File: src/sv/exptok_pkg.sv
// ----------------------------------------------------------------------------
// Expression tokenizer package
// Shared constants, character codes, token kinds and queue entry types.
// ----------------------------------------------------------------------------
package exptok_pkg;

  localparam int unsigned FractionDigits = 5;
  localparam int unsigned PositionBits   = 16;

  localparam int unsigned CharW    = 8;
  localparam int unsigned KindW    = 4;
  localparam int unsigned ValueW   = 48;
  localparam int unsigned IntW     = 32;
  localparam int unsigned QuotW    = 16;
  localparam int unsigned StartW   = 16;
  localparam int unsigned LengthW  = 16;
  localparam int unsigned NameLenW = 6;

  localparam logic [NameLenW-1:0] NameLenReset = NameLenW'(20);

  // APB register map
  localparam int unsigned PaddrW = 2;
  localparam int unsigned PdataW = 32;
  localparam logic [PaddrW-1:0] AddrMaxNameLen = PaddrW'(0);

  function automatic longint unsigned pow10(input int unsigned n);
    longint unsigned r;
    r = 1;
    for (int unsigned i = 0; i < n; i++) begin
      r = r * 10;
    end
    return r;
  endfunction

  // Fraction digits are kept left-aligned as a decimal integer below FracScale
  localparam longint unsigned FracScale = pow10(FractionDigits);
  localparam int unsigned     FracW     = $clog2(FracScale);
  localparam int unsigned     FracCntW  = $clog2(FractionDigits + 1);

  // Reciprocal of FracScale for the Q.16 fraction, low by at most one
  localparam int unsigned     RecipK  = FracW + 3;
  localparam longint unsigned RecipM  = (longint'(1) << (RecipK + QuotW)) / FracScale;
  localparam int unsigned     RecipMW = $clog2(RecipM + 1);
  localparam int unsigned     ProdW   = FracW + RecipMW;
  localparam int unsigned     RemW    = FracW + QuotW + 1;

  localparam int unsigned QueueDepth = 4;
  localparam int unsigned QueuePtrW  = $clog2(QueueDepth);
  localparam int unsigned QueueCntW  = $clog2(QueueDepth + 1);

  localparam logic [CharW-1:0] CharNul    = 8'h00;
  localparam logic [CharW-1:0] CharSpace  = 8'h20;
  localparam logic [CharW-1:0] CharLParen = 8'h28;
  localparam logic [CharW-1:0] CharRParen = 8'h29;
  localparam logic [CharW-1:0] CharStar   = 8'h2A;
  localparam logic [CharW-1:0] CharPlus   = 8'h2B;
  localparam logic [CharW-1:0] CharMinus  = 8'h2D;
  localparam logic [CharW-1:0] CharDot    = 8'h2E;
  localparam logic [CharW-1:0] CharSlash  = 8'h2F;
  localparam logic [CharW-1:0] CharZero   = 8'h30;
  localparam logic [CharW-1:0] CharNine   = 8'h39;
  localparam logic [CharW-1:0] CharUpperA = 8'h41;
  localparam logic [CharW-1:0] CharUpperZ = 8'h5A;
  localparam logic [CharW-1:0] CharLowerA = 8'h61;
  localparam logic [CharW-1:0] CharLowerZ = 8'h7A;

  typedef enum logic [KindW-1:0] {
    KindPlus   = 4'd0,
    KindMinus  = 4'd1,
    KindStar   = 4'd2,
    KindSlash  = 4'd3,
    KindLParen = 4'd4,
    KindRParen = 4'd5,
    KindNumber = 4'd6,
    KindName   = 4'd7,
    KindEnd    = 4'd8,
    KindError  = 4'd9
  } tok_kind_e;

  typedef enum logic [1:0] {
    ModeIdle,
    ModeInt,
    ModeFrac,
    ModeName
  } scan_mode_e;

  typedef struct packed {
    tok_kind_e           kind;
    logic [StartW-1:0]   start;
    logic [LengthW-1:0]  length;
    logic [IntW-1:0]     int_part;
    logic [FracW-1:0]    frac;
  } tok_t;

  // One character releases at most two tokens; a pending number or name comes first
  typedef struct packed {
    logic two;
    tok_t first;
    tok_t second;
  } q_entry_t;

  typedef struct packed {
    logic     valid;
    q_entry_t entry;
  } q_push_t;

  // Weight of fraction digit k: 10^(FractionDigits-1-k)
  function automatic logic [FracW-1:0] frac_weight(input logic [FracCntW-1:0] k);
    longint unsigned w;
    int unsigned     kk;
    w  = 1;
    kk = int'(k);
    for (int unsigned i = 0; i + 1 < FractionDigits; i++) begin
      if (i + kk + 1 < FractionDigits) begin
        w = w * 10;
      end
    end
    return FracW'(w);
  endfunction

endpackage

File: src/sv/exptok_ifs.sv
// ----------------------------------------------------------------------------
// Expression tokenizer channels
// Character input channel and token output channel, valid/ready.
// ----------------------------------------------------------------------------
interface exptok_char_if import exptok_pkg::*; ();
  logic             valid;
  logic             ready;
  logic [CharW-1:0] char_code;

  modport source (output valid, output char_code, input ready);
  modport sink   (input valid, input char_code, output ready);
endinterface

interface exptok_token_if import exptok_pkg::*; ();
  logic               valid;
  logic               ready;
  logic [KindW-1:0]   token_kind;
  logic [ValueW-1:0]  number_value;
  logic [StartW-1:0]  token_start;
  logic [LengthW-1:0] token_length;
  logic               last_of_run;

  modport source (output valid, output token_kind, output number_value,
                  output token_start, output token_length, output last_of_run,
                  input ready);
  modport sink   (input valid, input token_kind, input number_value,
                  input token_start, input token_length, input last_of_run,
                  output ready);
endinterface

File: src/sv/exptok_front.sv
// ----------------------------------------------------------------------------
// Expression tokenizer front end
// Classifies each character, tracks the token being scanned and queues the
// tokens that the character releases.
// ----------------------------------------------------------------------------
module exptok_front import exptok_pkg::*; (
  input  logic                clk_i,
  input  logic                rst_ni,
  exptok_char_if.sink         char_i,
  input  logic [NameLenW-1:0] max_name_len_i,
  input  logic                queue_full_i,
  output q_push_t             push_o
);

  scan_mode_e              mode_q, mode_d;
  logic [IntW-1:0]         int_q, int_d;
  logic [FracW-1:0]        frac_q, frac_d;
  logic [FracCntW-1:0]     fcnt_q, fcnt_d;
  logic [PositionBits-1:0] start_q, start_d;
  logic [PositionBits-1:0] pos_q, pos_d;
  logic [NameLenW-1:0]     letters_q, letters_d;
  logic [LengthW-1:0]      run_q, run_d;

  logic                accept;
  logic [CharW-1:0]    c;
  logic                is_digit, is_letter, is_op;
  logic [3:0]          digit_val;
  tok_kind_e           op_kind;
  logic [NameLenW-1:0] limit;
  logic                cont, emit_pend, name_split;
  logic [IntW+3:0]     int_mac;
  logic [IntW-1:0]     int_sat;
  logic [FracW+3:0]    frac_mul;
  logic [LengthW-1:0]  run_grow;
  tok_t                pend_tok, new_tok;
  logic                new_v;

  assign char_i.ready = !queue_full_i;
  assign accept       = char_i.valid && char_i.ready;
  assign c            = char_i.char_code;

  assign is_digit  = (c >= CharZero) && (c <= CharNine);
  assign is_letter = ((c >= CharLowerA) && (c <= CharLowerZ)) ||
                     ((c >= CharUpperA) && (c <= CharUpperZ));
  assign digit_val = c[3:0];
  assign limit     = (max_name_len_i == '0) ? NameLenW'(1) : max_name_len_i;

  always_comb begin
    is_op   = 1'b1;
    op_kind = KindError;
    case (c)
      CharPlus:   op_kind = KindPlus;
      CharMinus:  op_kind = KindMinus;
      CharStar:   op_kind = KindStar;
      CharSlash:  op_kind = KindSlash;
      CharLParen: op_kind = KindLParen;
      CharRParen: op_kind = KindRParen;
      default:    is_op = 1'b0;
    endcase
  end

  // Saturating decimal shift-in of the integer part
  assign int_mac  = ({4'b0, int_q} << 3) + ({4'b0, int_q} << 1) + (IntW + 4)'(digit_val);
  assign int_sat  = (|int_mac[IntW+3:IntW]) ? '1 : int_mac[IntW-1:0];
  assign frac_mul = (FracW + 4)'(digit_val) * (FracW + 4)'(frac_weight(fcnt_q));
  assign run_grow = (run_q == '1) ? run_q : run_q + 1'b1;

  // Does the character extend the pending token, and is that token released?
  always_comb begin
    cont       = 1'b0;
    emit_pend  = 1'b0;
    name_split = 1'b0;
    unique case (mode_q)
      ModeIdle: begin
        cont = 1'b0;
      end
      ModeInt: begin
        cont      = is_digit || (c == CharDot);
        emit_pend = !cont;
      end
      ModeFrac: begin
        cont      = is_digit;
        emit_pend = !cont;
      end
      ModeName: begin
        cont       = is_letter;
        name_split = is_letter && (letters_q >= limit);
        emit_pend  = !is_letter || name_split;
      end
      default: begin
        cont = 1'b0;
      end
    endcase
  end

  // Next scan mode
  always_comb begin
    mode_d = mode_q;
    if (accept) begin
      unique case (mode_q)
        ModeInt: begin
          if (c == CharDot) begin
            mode_d = ModeFrac;
          end else if (!is_digit) begin
            mode_d = ModeIdle;
          end
        end
        ModeFrac: begin
          if (!is_digit) mode_d = ModeIdle;
        end
        ModeName: begin
          if (!is_letter) mode_d = ModeIdle;
        end
        default: begin
          mode_d = mode_q;
        end
      endcase
      if (!cont) begin
        if (is_digit) begin
          mode_d = ModeInt;
        end else if (is_letter) begin
          mode_d = ModeName;
        end
      end
    end
  end

  // Accumulators, position and released tokens
  always_comb begin
    int_d     = int_q;
    frac_d    = frac_q;
    fcnt_d    = fcnt_q;
    start_d   = start_q;
    letters_d = letters_q;
    run_d     = run_q;
    pos_d     = pos_q;
    new_v     = 1'b0;
    new_tok   = '{kind: KindError, start: StartW'(pos_q), length: LengthW'(1),
                  int_part: '0, frac: '0};
    if (accept) begin
      pos_d = pos_q + 1'b1;
      if (cont) begin
        unique case (mode_q)
          ModeInt: begin
            if (is_digit) int_d = int_sat;
            run_d = run_grow;
          end
          ModeFrac: begin
            // digits past the kept depth still count towards the length
            if (fcnt_q < FracCntW'(FractionDigits)) begin
              frac_d = frac_q + frac_mul[FracW-1:0];
              fcnt_d = fcnt_q + 1'b1;
            end
            run_d = run_grow;
          end
          ModeName: begin
            if (name_split) begin
              start_d   = pos_q;
              letters_d = NameLenW'(1);
            end else begin
              letters_d = letters_q + 1'b1;
            end
          end
          default: begin
            pos_d = pos_q + 1'b1;
          end
        endcase
      end else if (c == CharNul) begin
        new_v          = 1'b1;
        new_tok.kind   = KindEnd;
        new_tok.length = '0;
        pos_d          = '0;
      end else if (is_op) begin
        new_v        = 1'b1;
        new_tok.kind = op_kind;
      end else if (is_digit) begin
        int_d   = IntW'(digit_val);
        frac_d  = '0;
        fcnt_d  = '0;
        start_d = pos_q;
        run_d   = LengthW'(1);
      end else if (is_letter) begin
        start_d   = pos_q;
        letters_d = NameLenW'(1);
      end else if (c != CharSpace) begin
        new_v = 1'b1;
      end
    end
  end

  always_comb begin
    pend_tok.kind     = (mode_q == ModeName) ? KindName : KindNumber;
    pend_tok.start    = StartW'(start_q);
    pend_tok.length   = (mode_q == ModeName) ? LengthW'(letters_q) : run_q;
    pend_tok.int_part = int_q;
    pend_tok.frac     = frac_q;
  end

  assign push_o.valid        = accept && (emit_pend || new_v);
  assign push_o.entry.two    = emit_pend && new_v;
  assign push_o.entry.first  = emit_pend ? pend_tok : new_tok;
  assign push_o.entry.second = new_tok;

  always_ff @(posedge clk_i or negedge rst_ni) begin
    if (!rst_ni) begin
      mode_q    <= ModeIdle;
      int_q     <= '0;
      frac_q    <= '0;
      fcnt_q    <= '0;
      start_q   <= '0;
      pos_q     <= '0;
      letters_q <= '0;
      run_q     <= '0;
    end else begin
      mode_q    <= mode_d;
      int_q     <= int_d;
      frac_q    <= frac_d;
      fcnt_q    <= fcnt_d;
      start_q   <= start_d;
      pos_q     <= pos_d;
      letters_q <= letters_d;
      run_q     <= run_d;
    end
  end

endmodule

File: src/sv/exptok_queue.sv
// ----------------------------------------------------------------------------
// Expression tokenizer token queue
// Short register FIFO of token entries between the front and back ends.
// ----------------------------------------------------------------------------
module exptok_queue import exptok_pkg::*; (
  input  logic     clk_i,
  input  logic     rst_ni,
  input  q_push_t  push_i,
  output logic     full_o,
  input  logic     pop_i,
  output logic     avail_o,
  output q_entry_t head_o
);

  q_entry_t               mem_q [QueueDepth];
  logic [QueuePtrW-1:0]   wr_q, rd_q;
  logic [QueueCntW-1:0]   cnt_q;

  assign full_o  = (cnt_q == QueueCntW'(QueueDepth));
  assign avail_o = (cnt_q != '0);
  assign head_o  = mem_q[rd_q];

  always_ff @(posedge clk_i) begin
    if (push_i.valid) mem_q[wr_q] <= push_i.entry;
  end

  always_ff @(posedge clk_i or negedge rst_ni) begin
    if (!rst_ni) begin
      wr_q  <= '0;
      rd_q  <= '0;
      cnt_q <= '0;
    end else begin
      if (push_i.valid) begin
        wr_q <= (wr_q == QueuePtrW'(QueueDepth - 1)) ? '0 : wr_q + 1'b1;
      end
      if (pop_i) begin
        rd_q <= (rd_q == QueuePtrW'(QueueDepth - 1)) ? '0 : rd_q + 1'b1;
      end
      if (push_i.valid && !pop_i) begin
        cnt_q <= cnt_q + 1'b1;
      end else if (!push_i.valid && pop_i) begin
        cnt_q <= cnt_q - 1'b1;
      end
    end
  end

endmodule

File: src/sv/exptok_back.sv
// ----------------------------------------------------------------------------
// Expression tokenizer back end
// Takes queue entries, converts the decimal fraction to Q.16 and drives the
// token channel one beat at a time through an output register.
// ----------------------------------------------------------------------------
module exptok_back import exptok_pkg::*; (
  input  logic           clk_i,
  input  logic           rst_ni,
  input  logic           avail_i,
  input  q_entry_t       head_i,
  output logic           pop_o,
  exptok_token_if.source token_o
);

  logic               s1_valid_q, s1_idx_q;
  q_entry_t           s1_q;
  logic [ProdW-1:0]   prod_q;

  logic               out_valid_q;
  tok_kind_e          kind_q;
  logic [ValueW-1:0]  value_q;
  logic [StartW-1:0]  start_q;
  logic [LengthW-1:0] len_q;
  logic               last_q;

  logic               out_load, s1_fire, s1_done;
  tok_t               sel;
  logic [QuotW-1:0]   q_est, quot;
  logic [RemW-1:0]    rem;
  logic [ValueW-1:0]  value_d;

  assign out_load = !out_valid_q || token_o.ready;
  assign s1_fire  = s1_valid_q && out_load;
  assign s1_done  = s1_fire && (!s1_q.two || s1_idx_q);
  assign pop_o    = avail_i && (!s1_valid_q || s1_done);

  assign sel = s1_idx_q ? s1_q.second : s1_q.first;

  // Reciprocal estimate is low by at most one: correct with one compare
  assign q_est = prod_q[RecipK +: QuotW];
  assign rem   = {1'b0, s1_q.first.frac, QuotW'(0)} - RemW'(q_est) * RemW'(FracScale);
  assign quot  = (rem >= RemW'(FracScale)) ? q_est + 1'b1 : q_est;

  assign value_d = (sel.kind == KindNumber) ? {sel.int_part, quot} : '0;

  always_ff @(posedge clk_i or negedge rst_ni) begin
    if (!rst_ni) begin
      s1_valid_q  <= 1'b0;
      s1_idx_q    <= 1'b0;
      out_valid_q <= 1'b0;
    end else begin
      if (pop_o) begin
        s1_valid_q <= 1'b1;
        s1_idx_q   <= 1'b0;
      end else if (s1_done) begin
        s1_valid_q <= 1'b0;
      end else if (s1_fire) begin
        s1_idx_q <= 1'b1;
      end
      if (out_load) out_valid_q <= s1_valid_q;
    end
  end

  always_ff @(posedge clk_i) begin
    if (pop_o) begin
      s1_q   <= head_i;
      prod_q <= ProdW'(head_i.first.frac) * ProdW'(RecipM);
    end
    if (s1_fire) begin
      kind_q  <= sel.kind;
      value_q <= value_d;
      start_q <= sel.start;
      len_q   <= sel.length;
      last_q  <= s1_idx_q || !s1_q.two;
    end
  end

  assign token_o.valid        = out_valid_q;
  assign token_o.token_kind   = kind_q;
  assign token_o.number_value = value_q;
  assign token_o.token_start  = start_q;
  assign token_o.token_length = len_q;
  assign token_o.last_of_run  = last_q;

endmodule

File: src/sv/expression_tokenizer.sv
// ----------------------------------------------------------------------------
// Expression tokenizer
// Streaming lexer for arithmetic expressions, one character per beat.
// ----------------------------------------------------------------------------
// Usage:
//   char_i carries one character per beat; code 0 ends the expression and
//   yields the end token. token_o carries one token per beat, last_of_run
//   marking the final token released by a character. max_name_len sits at
//   APB address 0; the user writes it only while the block is idle (not enforced).
// Timing:
//   A character is taken every cycle while the queue is not full. A number or
//   name token is released by the character that follows it; its beat then
//   passes the queue write, the fraction multiply and the output register.
//   A character releasing two tokens holds the back end until both are loaded;
//   the four-entry token queue absorbs these; unstalled, input keeps one per cycle.
// Reset:
//   Scanner idle, position 0, queue empty, max_name_len 20.
// Stall:
//   While token_o is stalled the output register holds its beat; the queue
//   fills and char_i.ready drops once it is full.
// ----------------------------------------------------------------------------
module expression_tokenizer import exptok_pkg::*; (
  input  logic              clk_i,
  input  logic              rst_ni,
  exptok_char_if.sink       char_i,
  exptok_token_if.source    token_o,
  input  logic              psel,
  input  logic              penable,
  input  logic              pwrite,
  input  logic [PaddrW-1:0] paddr,
  input  logic [PdataW-1:0] pwdata,
  output logic [PdataW-1:0] prdata,
  output logic              pready
);

  logic [NameLenW-1:0] max_name_len_q;
  q_push_t             push;
  logic                full, avail, pop;
  q_entry_t            head;

  assign pready = 1'b1;
  assign prdata = (paddr == AddrMaxNameLen) ? PdataW'(max_name_len_q) : '0;

  always_ff @(posedge clk_i or negedge rst_ni) begin
    if (!rst_ni) begin
      max_name_len_q <= NameLenReset;
    end else if (psel && penable && pwrite && pready && (paddr == AddrMaxNameLen)) begin
      max_name_len_q <= pwdata[NameLenW-1:0];
    end
  end

  exptok_front u_front (
    .clk_i          (clk_i),
    .rst_ni         (rst_ni),
    .char_i         (char_i),
    .max_name_len_i (max_name_len_q),
    .queue_full_i   (full),
    .push_o         (push)
  );

  exptok_queue u_queue (
    .clk_i   (clk_i),
    .rst_ni  (rst_ni),
    .push_i  (push),
    .full_o  (full),
    .pop_i   (pop),
    .avail_o (avail),
    .head_o  (head)
  );

  exptok_back u_back (
    .clk_i   (clk_i),
    .rst_ni  (rst_ni),
    .avail_i (avail),
    .head_i  (head),
    .pop_o   (pop),
    .token_o (token_o)
  );

endmodule
File: src/flat_wrapper.sv
// flat-port wrapper written by rule: the top's interface ports become plain ports
module expression_tokenizer_flat import exptok_pkg::*;
  (clk_i, rst_ni, psel, penable, pwrite, paddr, pwdata, prdata, pready, char_i_valid, char_i_char_code, char_i_ready, token_o_valid, token_o_token_kind, token_o_number_value, token_o_token_start, token_o_token_length, token_o_last_of_run, token_o_ready);
  exptok_char_if char_i_i ();
  exptok_token_if token_o_i ();
  input  logic clk_i;
  input  logic rst_ni;
  input  logic psel;
  input  logic penable;
  input  logic pwrite;
  input  logic [PaddrW-1:0] paddr;
  input  logic [PdataW-1:0] pwdata;
  output logic [PdataW-1:0] prdata;
  output logic pready;
  input wire logic [$bits(char_i_i.valid)-1:0] char_i_valid;
  input wire logic [$bits(char_i_i.char_code)-1:0] char_i_char_code;
  output wire logic [$bits(char_i_i.ready)-1:0] char_i_ready;
  output wire logic [$bits(token_o_i.valid)-1:0] token_o_valid;
  output wire logic [$bits(token_o_i.token_kind)-1:0] token_o_token_kind;
  output wire logic [$bits(token_o_i.number_value)-1:0] token_o_number_value;
  output wire logic [$bits(token_o_i.token_start)-1:0] token_o_token_start;
  output wire logic [$bits(token_o_i.token_length)-1:0] token_o_token_length;
  output wire logic [$bits(token_o_i.last_of_run)-1:0] token_o_last_of_run;
  input wire logic [$bits(token_o_i.ready)-1:0] token_o_ready;
  assign char_i_i.valid = char_i_valid;
  assign char_i_i.char_code = char_i_char_code;
  assign char_i_ready = char_i_i.ready;
  assign token_o_valid = token_o_i.valid;
  assign token_o_token_kind = token_o_i.token_kind;
  assign token_o_number_value = token_o_i.number_value;
  assign token_o_token_start = token_o_i.token_start;
  assign token_o_token_length = token_o_i.token_length;
  assign token_o_last_of_run = token_o_i.last_of_run;
  assign token_o_i.ready = token_o_ready;
  expression_tokenizer u_core (.clk_i(clk_i), .rst_ni(rst_ni), .char_i(char_i_i), .token_o(token_o_i), .psel(psel), .penable(penable), .pwrite(pwrite), .paddr(paddr), .pwdata(pwdata), .prdata(prdata), .pready(pready));
endmodule
File: config.mk
export PLATFORM = sky130hd
export DESIGN_NAME = expression_tokenizer_flat
export DESIGN_NICKNAME = d
export VERILOG_FILES = /design/src/sv/exptok_pkg.sv /design/src/sv/exptok_ifs.sv /design/src/sv/exptok_front.sv /design/src/sv/exptok_queue.sv /design/src/sv/exptok_back.sv /design/src/sv/expression_tokenizer.sv /design/src/flat_wrapper.sv
export SDC_FILE = /design/constraint.sdc
export NUM_CORES = 2
export LEC_CHECK = 0
export BUFFER_PORTS_ARGS = -buffer_cell sky130_fd_sc_hd__buf_4
export CAP_MARGIN = 20
export CORE_ASPECT_RATIO = 1.1
export CORE_UTILIZATION = 25
export DETAILED_ROUTE_END_ITERATION = 6
export PLACE_DENSITY = 0.38
export SLEW_MARGIN = 20
export SYNTH_ARGS = -nofsm -noshare
export SYNTH_HDL_FRONTEND = slang
export SYNTH_HIERARCHICAL = 1
export SYNTH_SLANG_ARGS = --single-unit
File: constraint.sdc
create_clock -name clk_i -period 14 [get_ports clk_i]
set_clock_uncertainty 0.05 [all_clocks]
set_input_delay 2.1 -clock clk_i [delete_from_list [all_inputs] [get_ports clk_i]]
set_output_delay 2.1 -clock clk_i [all_outputs]
set_load 0.01 [all_outputs]
# Yosys cells after proc, flatten, opt, wreduce, memory -nomap -nowiden
# Memories as Yosys holds them, arrays and structs flattened.
# Index checks and enable logic that the tools add are counted.
# op_classes
mul	6
reduce_logical	52
addsub	19
order_cmp	13
muxes	89
eq_ne	28
# ops
cell	n
$mux 16	17
$mux 32	7
$mux 85	2
$mul 64x3->63 const B	2
$mux 64	2
$mux 17	7
$mul 64x3->16 const B	1
$eq 8x6->1 const B	7
$mux 6	9
$add 16x1->16 const B	3
$add 35x33->36	1
$add 36x4->36	1
$mul 17x19->35 const B	1
$ge 34x17->1 const B	1
$sub 33x33->34	1
$lt 32x3->1 const B	1
$reduce_and 6->1	5
$mul 16x12->28 const B	1
$mux 3	8
$pmux 4 s6	1
$mux 1	20
$mux 4	5
$add 17x17->17	1
$mul 4x17->17	1
other kinds (38)	102
# totals
ramBits	428
n_memories	1
inputBits	49
elab_cells	240
regBits	415
output_inout_bits	120
# mem_list
name	words	width	rd	rd_ports_with_merged_regs	write_ports	line_no	text
u_core.u_queue.mem_q	4	107	1	0	1	exptok_queue.sv:15	q_entry_t mem_q [QueueDepth];

# Logic depth before layout (Yosys ltp)
# depth
ltp_word	15
ltp_mapped	34
depth_no_buf	32

# Cells and area by module
# The synthesis kept the hierarchy.
# modules_own_cells
mod	seq_area_each_um2	cells_per_inst	area_per_inst_um2	instances
exptok_queue	20714.9	930	25090.3	1
exptok_back	7732.4	1510	18875.6	1
exptok_front	2702.6	1273	11128.2	1
expression_tokenizer	152.6	49	508.0	1

# Worst setup path after synthesis
# No wires, ideal clock.
# synth_timing
path_kind	input to register
startpoint	input char_i_char_code[3]
endpoint	memory u_core/u_queue/mem_q[0][0] (netlist bit), enable pin
cell_stages	8
t_arrival_ns	7.897
path_buffers	1
setup_slack_ns	5.501
cell_sequence	clkbuf_1 -> or4_4 -> o221ai_2 -> or3_4 -> a21oi_2 -> or2_2 -> a21oi_1 -> and2_1
# synth_lines
item	line_no	text
start: declaration	flat_wrapper.sv:16	input wire logic [$bits(char_i_i.char_code)-1:0] char_i_char_code;
end: declaration	exptok_queue.sv:15	

# Worst setup path after layout
# layout_timing
startpoint	register u_core.u_back.prod_q[21]
endpoint	register u_core.u_back.value_q[15] (netlist: u_core/u_back/token_o.number_value[15]), data pin
# layout_between
elab_chain_cells	4
elab_cells_between_ends	5
cone_classes	add/sub (2); mul (1); order compare (1); mux (1)
# layout_rtl
item	line_no	text
start: declaration	exptok_back.sv:17	logic [ProdW-1:0] prod_q;
start signal: assignment	exptok_back.sv:67	prod_q <= ProdW'(head_i.first.frac) * ProdW'(RecipM);
$mul 16x12->28	exptok_back.sv:41	assign rem = {1'b0, s1_q.first.frac, QuotW'(0)} - RemW'(q_est) * RemW'(FracScale);
$sub 33x33->34	exptok_back.sv:41	
$ge 34x17->1	exptok_back.sv:42	assign quot = (rem >= RemW'(FracScale)) ? q_est + 1'b1 : q_est;
$mux 16 (*)	exptok_back.sv:42	
end signal: assignment	exptok_back.sv:71	value_q <= value_d;
end: declaration	exptok_back.sv:21	logic [ValueW-1:0] value_q;
# Every way passes the cells marked *; elsewhere a longest branch is shown, timed or not.
# A chain may end at the register's enable or synchronous reset.

==> flow_metrics.py <==
metrics = {
    "synth": {
        "netlist_area_um2": 53000,
        "yosys_warnings": 6,
        "syn_area_per_cell_um2": 14.5,
        "postSynthCellCount": 3659,
    },
    "timing": {
        "hold_violations": 0,
        "fin_crit_ns": 9.92,
        "fmax_mhz": 101,
        "period_share_pct": 70.8,
        "setup_tns_ns": 0,
        "slew_headroom_pct": 29.2,
        "rsz0062_at_grt": "no",
        "final-max-slew-violation-count": 0,
        "finalSetupViolCount": 0,
        "tightest_slew_ns": 1.05,
    },
    "route": {
        "wl_per_cell_um": 19.3,
        "antenna_left": 0,
        "firstDrtPassIters": 5,
        "finalWirelength_mm": 129,
        "initialDrtViolationCount": 1244,
        "vias": 29000,
        "drc": 0,
        "via_per_inst": 4.35,
    },
    "global_route": {
        "grt_use_total_pct": 12.2,
        "grt_max_degree": 109,
        "grt_pass1_vias": 31700,
        "antenna_found_initial": 14,
        "grt_pass1_wl_mm": 198,
        "gr-total-overflow": 0,
    },
    "clocking": {
        "cts_max_path_buffers": 3,
        "ctsHoldBuffers": 0,
        "cts_buffers": 115,
        "path_clk_slew_ns": 0.06,
        "post_cts_resized": 0,
        "clock_tree.htree_level_count": 3,
        "cts_tree": "built",
        "numClockSinks": 995,
        "insertion_delay_ns": 0.74,
        "root_buffer": "clkbuf_16",
        "post_cts.repair.setup_buffers": 0,
    },
    "worst_setup_path": {
        "reg2reg_depth": 32,
        "cp-start-kind": "flop",
        "r2r_end": "u_core/u_back/token_o.number_value[15]",
        "critical_path_buf_inv_count": 3,
        "critPathMaxStageDelay_ns": 0.72,
        "critical-path-top-delay-family": "compound AO/OA/AOI/OAI gates",
        "cp_slowest_cell": "a2111oi_0",
        "end_kind": "flop",
        "path_class": "flop to flop",
        "cp.arrival_ns": 10.34,
        "worst-r2r-setup-slack_ns": 4.08,
        "cp_num_cells": 32,
        "cp_data_required_time_ns": 14.42,
        "crit_fanout": 10,
        "crit_start": "u_core/u_back/prod_q[21]",
        "r2r_start": "u_core/u_back/prod_q[21]",
        "crit_top_cell": "ha_1",
        "cp-endpoint": "u_core/u_back/token_o.number_value[15]",
    },
    "place": {
        "gp_congestion": 0.771,
        "io_buffers": 115,
        "hpwl_mm": 84.5,
    },
    "cells_and_area": {
        "final_layout_size_suffix_gt1_share_pct": 15.5,
        "area_growth_pct": 14.2,
        "nets": 4432,
    },
    "floorplan": {
        "ios": 169,
        "core_area_um2": 210000,
        "dieHeight_um": 485,
        "initial_core_util_pct": 25.3,
        "die_w_um": 441,
        "rows": 176,
        "dieArea_um2": 214000,
    },
    "run_status": {
        "status": "finished, final reports clean",
    },
    "min_path": {
        "hold_class": "flop to flop",
    },
    "flow_run": {
        "maxCapViolations": 0,
    },
}
sequential cells by signal, indices dropped and copies added (netlist names), 4 cells and up:
| register | cells |
|---|---|
| u_core/u_queue/mem_q | 616 |
| u_core/u_back/s1_q | 154 |
| u_core/u_back/token_o.number_value | 48 |
| u_core/u_front/int_q | 32 |
| u_core/u_front/frac_q | 17 |
| u_core/u_back/prod_q | 16 |
| u_core/u_back/token_o.token_length | 16 |
| u_core/u_back/token_o.token_start | 16 |
| u_core/u_front/pos_q | 16 |
| u_core/u_front/run_q | 16 |
| u_core/u_front/start_q | 16 |
| u_core/max_name_len_q | 6 |
| u_core/u_front/letters_q | 6 |
| u_core/u_back/token_o.token_kind | 4 |
how the worst min path moves through the flow:
stage / startpoint / end / depth (start not counted)
after floorplan: u_core/u_queue/cnt_q[2] / u_core/u_queue/cnt_q[2] / 1
after global placement: u_core/u_front/start_q[7] / u_core/u_front/start_q[7] / 1
after detailed placement: u_core/u_front/start_q[0] / u_core/u_front/start_q[0] / 1
after CTS: u_core/u_front/start_q[7] / u_core/u_front/start_q[7] / 1
after global routing: u_core/u_front/start_q[7] / u_core/u_front/start_q[7] / 1
final: u_core/u_front/start_q[6] / u_core/u_front/start_q[6] / 1
cells in the final DEF (no fill, tap or decap), types with 12 or more instances in the layout:
cell type	instances
a21o_1	27
a21oi_1	97
a221o_1	21
a22o_1	19
a31oi_1	20
and2_1	69
and3_1	37
buf_4	135
clkbuf_1	34
clkbuf_16	116
clkinv_2	17
clkinvlp_4	12
conb_1	74
dfrtp_1	119
edfxtp_1	871
fa_1	190
ha_1	387
inv_1	355
mux2_2	74
mux2i_1	49
mux4_2	154
nand2_1	127
nand2b_1	25
nand3_1	51
nand4_1	20
nor2_1	195
nor2b_1	20
nor3_1	47
nor4_1	19
o21a_1	20
o21ai_0	90
o31ai_1	16
or2_2	12
or3_1	19
xnor2_1	72
xor2_1	53
metrics by stage:
step / util (%) / setup slack, ns / cell area, um^2 / hold slack (ns) / cells
2_1_floorplan: - / 5.90 / 53300 / 0.399 / 3730
3_3_place_gp: 27.0 / 4.07 / 56800 / 0.413 / 6447
3_5_place_dp: 27.0 / 4.08 / 56800 / 0.419 / 6447
4_1_cts: 28.9 / 4.03 / 60600 / 0.437 / 6664
5_1_grt: 28.9 / 3.36 / 60600 / 0.457 / 6666
6_report: 28.9 / 4.08 / 60600 / 0.434 / 6666
layout make-up:
cell class,count,area (um^2)
inverters,356,1340
repair buffers,143,1160
diodes,1,2.50
well taps,2759,3450
clock buffers,161,3180
flip-flops and latches,995,29300
fillers,21200,149000
clock inverters,56,636
multi-input cells,2195,21600
metal layers:
metal  track usage, %  vias up  share of wire [%]
met3             1.80      181                3.0
met2             20.8      319                 50
met1             15.7    14800                 45
met4             3.61        8                2.3
met5                0        -              0.032
li1                 -    13700                  -
worst reg2reg max path: cells and delay by family (launching register included):
| kind | cells | cell delay [ns] |
|---|---|---|
| buffers and inverters | 3 | 0.15 |
| and+or+nand+nor | 9 | 2.00 |
| xor gates and xnor gates | 2 | 0.36 |
| adders and majority gates | 7 | 2.50 |
| AOI/OAI and AO/OA | 10 | 3.53 |
| DFF | 1 | 0.62 |
| muxes | 1 | 0.41 |
Power is left out: the tool's default activity adds up to more than one toggle a clock period on the data nets, which glitch-free logic cannot reach.
